<file path="src/hw/rtl/dpc_pkg.sv">
// dpc_pkg: shared types and constants for the doubled pair counter.
// No dependencies; imported by dpc_cell and doubled_pair_counter.

package dpc_pkg;

    localparam int VALUE_W     = 32;          // width of one sequence element
    localparam int COUNT_W     = 19;          // width of the pair count
    localparam int MAX_LEN_DEF = 1024;        // default store capacity

    localparam logic [COUNT_W-1:0] COUNT_MAX = {COUNT_W{1'b1}};

    // Control bits of a token moving down the cell row.
    typedef struct packed {
        logic valid;    // token present in this slot
        logic active;   // token was stored (store not full at entry)
        logic last;     // token closes the sequence
    } tok_ctrl_t;

endpackage

</file>
<file path="src/hw/rtl/dpc_cell.sv">
// dpc_cell: one cell of the compare row; holds one stored value.
// Depends on dpc_pkg. Instantiated by doubled_pair_counter.

module dpc_cell #(
    parameter int MAX_LEN  = dpc_pkg::MAX_LEN_DEF,
    parameter int CELL_IDX = 0
) (
    input  logic                                clk,
    input  logic                                rst_n,
    input  dpc_pkg::tok_ctrl_t                  ctrl_in,
    input  logic signed [dpc_pkg::VALUE_W-1:0]  value_in,
    input  logic [$clog2(MAX_LEN+1)-1:0]        idx_in,
    input  logic [$clog2(MAX_LEN)-1:0]          hits_in,
    output dpc_pkg::tok_ctrl_t                  ctrl_out,
    output logic signed [dpc_pkg::VALUE_W-1:0]  value_out,
    output logic [$clog2(MAX_LEN+1)-1:0]        idx_out,
    output logic [$clog2(MAX_LEN)-1:0]          hits_out
);
    import dpc_pkg::*;

    localparam int IDX_W = $clog2(MAX_LEN + 1);
    localparam int HIT_W = $clog2(MAX_LEN);
    localparam logic [IDX_W-1:0] CELL_K = IDX_W'(CELL_IDX);

    logic signed [VALUE_W-1:0] x_reg;
    tok_ctrl_t                 ctrl_reg;
    logic signed [VALUE_W-1:0] value_reg;
    logic [IDX_W-1:0]          idx_reg;
    logic [HIT_W-1:0]          hits_reg;

    logic signed [VALUE_W:0]   x2;
    logic signed [VALUE_W:0]   y_ext;
    logic                      hit;
    logic                      store;
    logic [HIT_W-1:0]          hits_next;

    always_comb
    begin
        x2        = {x_reg, 1'b0};
        y_ext     = {value_in[VALUE_W-1], value_in};
        // only entries below the token's own slot were written earlier
        hit       = ctrl_in.valid && ctrl_in.active && (CELL_K < idx_in)
                    && (x2 <= y_ext);
        store     = ctrl_in.valid && ctrl_in.active && (idx_in == CELL_K);
        hits_next = hits_in + HIT_W'(hit);
    end

    always_ff @(posedge clk or negedge rst_n)
    begin
        if (!rst_n)
        begin
            ctrl_reg <= '0;
        end
        else
        begin
            ctrl_reg <= ctrl_in;
        end
    end

    always_ff @(posedge clk)
    begin
        value_reg <= value_in;
        idx_reg   <= idx_in;
        hits_reg  <= hits_next;
        if (store)
        begin
            x_reg <= value_in;
        end
    end

    assign ctrl_out  = ctrl_reg;
    assign value_out = value_reg;
    assign idx_out   = idx_reg;
    assign hits_out  = hits_reg;

endmodule

</file>
<file path="config.mk">
export PLATFORM = sky130hd
export DESIGN_NAME = dpc_cell
export DESIGN_NICKNAME = d
export VERILOG_FILES = /design/src/hw/rtl/dpc_pkg.sv /design/src/hw/rtl/dpc_cell.sv
export SDC_FILE = /design/constraint.sdc
export NUM_CORES = 1
export LEC_CHECK = 0
export BUFFER_PORTS_ARGS = -buffer_cell sky130_fd_sc_hd__buf_2
export CAP_MARGIN = 5
export CORE_ASPECT_RATIO = 0.9
export CORE_UTILIZATION = 35
export DETAILED_ROUTE_END_ITERATION = 10
export PLACE_DENSITY = 0.6
export SLEW_MARGIN = 20
export SYNTH_ARGS = -nofsm -noshare
export SYNTH_HDL_FRONTEND = slang
export SYNTH_SLANG_ARGS = --single-unit
export TNS_END_PERCENT = 30
</file>
<file path="constraint.sdc">
create_clock -name clk -period 4.4 [get_ports clk]
set_input_delay 1.1 -clock clk [delete_from_list [all_inputs] [get_ports clk]]
set_output_delay 1.1 -clock clk [all_outputs]
set_load 0.01 [all_outputs]
</file>
==> Word-level counts from Yosys, hierarchy flattened <==
Cells that the tools add are included.
{ "word_totals": {"regBits": 88, "elab_cells": 15} }
{ "op_classes": {"n_addsub": 1, "order_cmp": 2, "n_reduce_logical": 5} }
{ "ops": {"columns": ["operator", "count"], "rows": [
  ["33-bit by 32-bit <= comparator with 1-bit output", 1],
  ["11-bit zero test", 1],
  ["1-bit by 11-bit less-than comparator with 1-bit output, first input constant", 1],
  ["10-bit by 1-bit adder with 10-bit output", 1],
  ["1-bit logical AND", 4]
]} }

==> Logic depth before layout (Yosys ltp) <==
{ "depth": {"ltp_word": 4, "depth_mapped": 12, "ltp_nobuf": 12} }

==> Worst setup path before layout <==
No wires, ideal clock.
{ "synth_timing": {"kind": "input to register", "from": "in idx_in[8]", "to": "reg x_reg[0], enable pin", "arrival_ps": 2919, "t_required_ps": 3979, "slack_ps": 1059, "cell_stages": 3, "n_path_buf": 0, "path_cell_list": "nor4_1 -> nand3_1 -> nor2_1"} }
{ "synth_between": {"elab_chain_len": 2} }
{ "synth_rtl": {"columns": ["item", "line_no", "rtl"], "rows": [
  ["start, declared", "dpc_cell.sv:12", "input logic [$clog2(MAX_LEN+1)-1:0] idx_in,"],
  ["11-bit zero test", "dpc_cell.sv:44", "store = ctrl_in.valid && ctrl_in.active && (idx_in == CELL_K);"],
  ["1-bit logical AND", "dpc_cell.sv:44", null],
  ["named net store", "dpc_cell.sv:34", "logic store;"],
  ["end signal, assigned", "dpc_cell.sv:67", "x_reg <= value_in;"],
  ["end, declared", "dpc_cell.sv:25", "logic signed [VALUE_W-1:0] x_reg;"]
]} }
The timed path passes the listed nets, and every way through them passes these cells.
A chain may end at the register's enable or synchronous reset.

==> Worst setup path in the final report <==
{ "layout_timing": {"from": "in value_in[30] (netlist name)", "to": "reg hits_reg[4] (netlist: hits_out[4])"} }
{ "layout_between": {"elab_chain_len": 3} }
{ "layout_rtl": {"columns": ["item", "line_no", "rtl"], "rows": [
  ["start, declared", "dpc_cell.sv:11", "input logic signed [dpc_pkg::VALUE_W-1:0] value_in,"],
  ["33-bit by 32-bit <= comparator with 1-bit output", "dpc_cell.sv:43", "&& (x2 <= y_ext);"],
  ["1-bit logical AND", "dpc_cell.sv:43", null],
  ["10-bit by 1-bit adder with 10-bit output", "dpc_cell.sv:45", "hits_next = hits_in + HIT_W'(hit);"],
  ["named net hits_next[4]", "dpc_cell.sv:35", "logic [HIT_W-1:0] hits_next;"],
  ["end signal, assigned", "dpc_cell.sv:64", "hits_reg <= hits_next;"],
  ["end, declared", "dpc_cell.sv:29", "logic [HIT_W-1:0] hits_reg;"]
]} }
The timed path passes the listed nets, and every way through them passes these cells.

==> impl_metrics.sql <==
INSERT INTO impl_metrics (metric_group, metric, value, unit) VALUES
('route', 'antenna_violating_nets_post_route', '0', ''),
('die', 'design.core.area', '0.00861', 'mm2'),
('pwr', 'vdd_ir_drop_max', '0.202', 'mV'),
('worst_setup_path', 'critPathCaptureType', 'flop', ''),
('timing', 'final_max_slew_viol_count', '0', ''),
('hold_path', 'hold_path_class', 'input port to asynchronous set/reset pin', ''),
('layout', 'nets', '448', ''),
('worst_setup_path', 'timing.rr.start', 'x_reg[30]$_DFFE_PP_', ''),
('clocking', 'h-tree-depth', '3', ''),
('placed_design', 'portBuffers', '113', ''),
('worst_setup_path', 'r2r_slack', '1.84', 'ns'),
('clocking', 'post-cts-setup-buffer-count', '0', ''),
('die', 'fp.dieArea', '0.00930', 'mm2'),
('logic_synthesis', 'syn_avg_cell_area', '13.5', 'um2'),
('placed_design', 'placer_congestion_estimate', '0.690', ''),
('clocking', 'cts-root-to-sink-buffers', '2', ''),
('timing', 'fraction_of_the_cycle_the_final_worst_path_needs', '0.701', ''),
('layout', 'post-route-cell-area', '0.00402', 'mm2'),
('pwr', 'clock_power_share', '0.341', ''),
('worst_setup_path', 'crit_type', 'input port to flop', ''),
('die', 'top_level_ports', '114', ''),
('die', 'placement_rows', '32', ''),
('logic_synthesis', 'synthesis.instances', '232', ''),
('worst_setup_path', 'crit_path_max_fanout', '4', ''),
('logic_synthesis', 'edff_count_synth', '32', ''),
('logic_synthesis', 'ys_types', '32', ''),
('timing', 'setup_viol', '0', ''),
('timing', 'setup-tns-final', '0', 'ns'),
('logic_synthesis', 'yosys_warnings', '0', ''),
('clocking', 'clk_pin_slew', '0.09', 'ns'),
('timing', 'skew', '0.00849', 'ns'),
('global_routing', 'global_route.usage.total', '0.131', ''),
('pwr', 'p_int', '1.15', 'mW'),
('route', 'vias_per_cell', '4.37', ''),
('pwr', 'share_seq_of_total_power', '0.577', ''),
('timing', 'worstMarginPinSlew', '0.963', 'ns'),
('timing', 'period_minus_slack', '3.09', 'ns'),
('route', 'routed_wire_length_per_instance', '12.0', 'um'),
('placed_design', 'placed_cells', '464', ''),
('layout', 'fin_cells', '480', ''),
('pwr', 'cellPowerDensity', '377', 'mW/mm2'),
('route', 'postRouteWirelength', '5770', 'um'),
('flow_run', 'max_cap_violations', '0', ''),
('worst_setup_path', 'crit_arrival', '3.33', 'ns'),
('pwr', 'power.combinational.fraction', '0.082', ''),
('timing', 'timing_hold_violations_final', '0', ''),
('layout', 'num_antenna_cells', '0', ''),
('logic_synthesis', 'synth_largest_area_cell', 'sky130_fd_sc_hd__dfxtp_1', ''),
('timing', 'timing.fmax', '0.324', 'GHz'),
('logic_synthesis', 'netlist_top_cells_count', 'sky130_fd_sc_hd__dfxtp_1 (53), sky130_fd_sc_hd__ha_1 (34), sky130_fd_sc_hd__inv_1 (33)', ''),
('clocking', 'cts_inserted_buffers', '9', ''),
('worst_setup_path', 'setup.worst_path.start_class', 'input port', ''),
('logic_synthesis', 'synthesized_nets', '324', ''),
('worst_setup_path', 'timing.reg2reg.worst_path_depth', '9', ''),
('logic_synthesis', 'synth_async_sr_flop_share', '0.0341', ''),
('logic_synthesis', 'synth.top_cell.area_share', '0.340', ''),
('worst_setup_path', 'worstReg2RegEnd', 'hits_out[4]$_DFF_P_', ''),
('worst_setup_path', 'timing.critical_path.required', '4.65', 'ns'),
('route', 'drcViolationCount', '0', ''),
('logic_synthesis', 'postSynthRegisterBits', '88', ''),
('die', 'fp.dieH', '91.6', 'um'),
('global_routing', 'grt_max_degree', '33', ''),
('die', 'die_width', '102', 'um'),
('clocking', 'clkSinkCount', '88', ''),
('run_status', 'run_status', 'completed', ''),
('layout', 'flow.area_growth_from_synthesis', '28.9', '%'),
('clocking', 'post_cts_hold_buffer_count', '0', ''),
('pwr', 'power.switching', '0.365', 'mW'),
('die', 'floorplan.initialDensity', '0.363', ''),
('clocking', 'cts_tree', 'yes', ''),
('global_routing', 'via_count_of_the_first_global_routing_pass', '1951', '');
## stage by stage
stage / power, mW / setup WS [ns] / utilization / hold WS [ns]
6_report: 1.52 / 1.31 / 0.467 / 0.520
5_1_grt: 1.59 / 1.13 / 0.467 / 0.492
4_1_cts: 1.55 / 1.27 / 0.467 / 0.493
3_5_place_dp: 1.02 / 0.874 / 0.446 / 0.894
3_3_place_gp: 1.02 / 0.945 / 0.446 / 0.899
2_1_floorplan: 0.947 / 1.06 / - / 0.800
## worst max-delay path by stage
stage / depth (start not counted) / end / startpoint / slack (ns)
global placement: 12 / hits_out[8]$_DFF_P_ / value_in[8] / 0.95
floorplan: 3 / x_reg[0]$_DFFE_PP_ / idx_in[8] / 1.06
CTS: 12 / hits_out[4]$_DFF_P_ / value_in[12] / 1.27
detailed placement: 12 / hits_out[4]$_DFF_P_ / value_in[12] / 0.87
finish: 11 / hits_out[4]$_DFF_P_ / value_in[30] / 1.31
global route: 13 / hits_out[9]$_DFF_P_ / value_in[6] / 1.13
## cell usage in the layout (no fill, tap or decap), types with 2 or more instances in the layout
| cell type | count |
|---|---|
| sky130_fd_sc_hd__buf_2 | 113 |
| sky130_fd_sc_hd__ha_1 | 34 |
| sky130_fd_sc_hd__nor4_1 | 2 |
| sky130_fd_sc_hd__a21oi_1 | 13 |
| sky130_fd_sc_hd__o21ai_0 | 4 |
| sky130_fd_sc_hd__a21o_1 | 2 |
| sky130_fd_sc_hd__nor2_1 | 5 |
| sky130_fd_sc_hd__clkinv_4 | 2 |
| sky130_fd_sc_hd__clkbuf_8 | 10 |
| sky130_fd_sc_hd__xnor2_1 | 5 |
| sky130_fd_sc_hd__xor2_1 | 3 |
| sky130_fd_sc_hd__inv_1 | 33 |
| sky130_fd_sc_hd__nand3_1 | 7 |
| sky130_fd_sc_hd__a31oi_1 | 2 |
| sky130_fd_sc_hd__dfxtp_1 | 53 |
| sky130_fd_sc_hd__edfxtp_1 | 32 |
| sky130_fd_sc_hd__nand2_1 | 11 |
| sky130_fd_sc_hd__nand4_1 | 6 |
| sky130_fd_sc_hd__dfrtp_1 | 3 |
## critical path, cell delays in order
cell and delay (ns):
sky130_fd_sc_hd__buf_2 0.10, sky130_fd_sc_hd__inv_1 0.04, sky130_fd_sc_hd__ha_1 0.29, sky130_fd_sc_hd__a21o_1 0.18
sky130_fd_sc_hd__a2111oi_0 0.40, sky130_fd_sc_hd__o211ai_1 0.16, sky130_fd_sc_hd__o31ai_1 0.31, sky130_fd_sc_hd__ha_1 0.24
sky130_fd_sc_hd__ha_1 0.24, sky130_fd_sc_hd__nand3_1 0.12, sky130_fd_sc_hd__xnor2_1 0.15
## power groups by stage
stage                     Clock [mW]  Sequential, mW  Combinational [mW]
final                          0.517           0.875               0.124
after global routing           0.572           0.878               0.140
after CTS                      0.544           0.875               0.127
after detailed placement           0           0.894               0.126
after global placement             0           0.894               0.123
after floorplan                    0           0.911              0.0358
## area by class of cell
type	count	area (um2)
Fill cell	817	4580
Sequential cell	88	2100
Multi-Input combinational cell	111	907
Timing Repair Buffer	113	566
Tap cell	119	149
Clock buffer	11	141
Inverter	33	124
Clock inverter	5	40.0
## metal layers
metal	track usage	wire length, um
met1	0.166	2730
met3	0.0477	400
met4	0.0580	100
met2	0.200	2540
met5	0	0
## cell families (layout without fill, tap and decap cells)
| logic type | Yosys count | in the layout | synth area share |
|---|---|---|---|
| DFF | 88 | 88 | 0.672 |
| xor gates and xnor gates | 8 | 8 | 0.0225 |
| buffers and inverters | 33 | 162 | 0.0397 |
| and+or+nand+nor | 39 | 39 | 0.0686 |
| AOI/OAI and AO/OA | 30 | 30 | 0.0609 |
| adders and majority gates | 34 | 34 | 0.136 |
(Power assumes the default switching activity.)
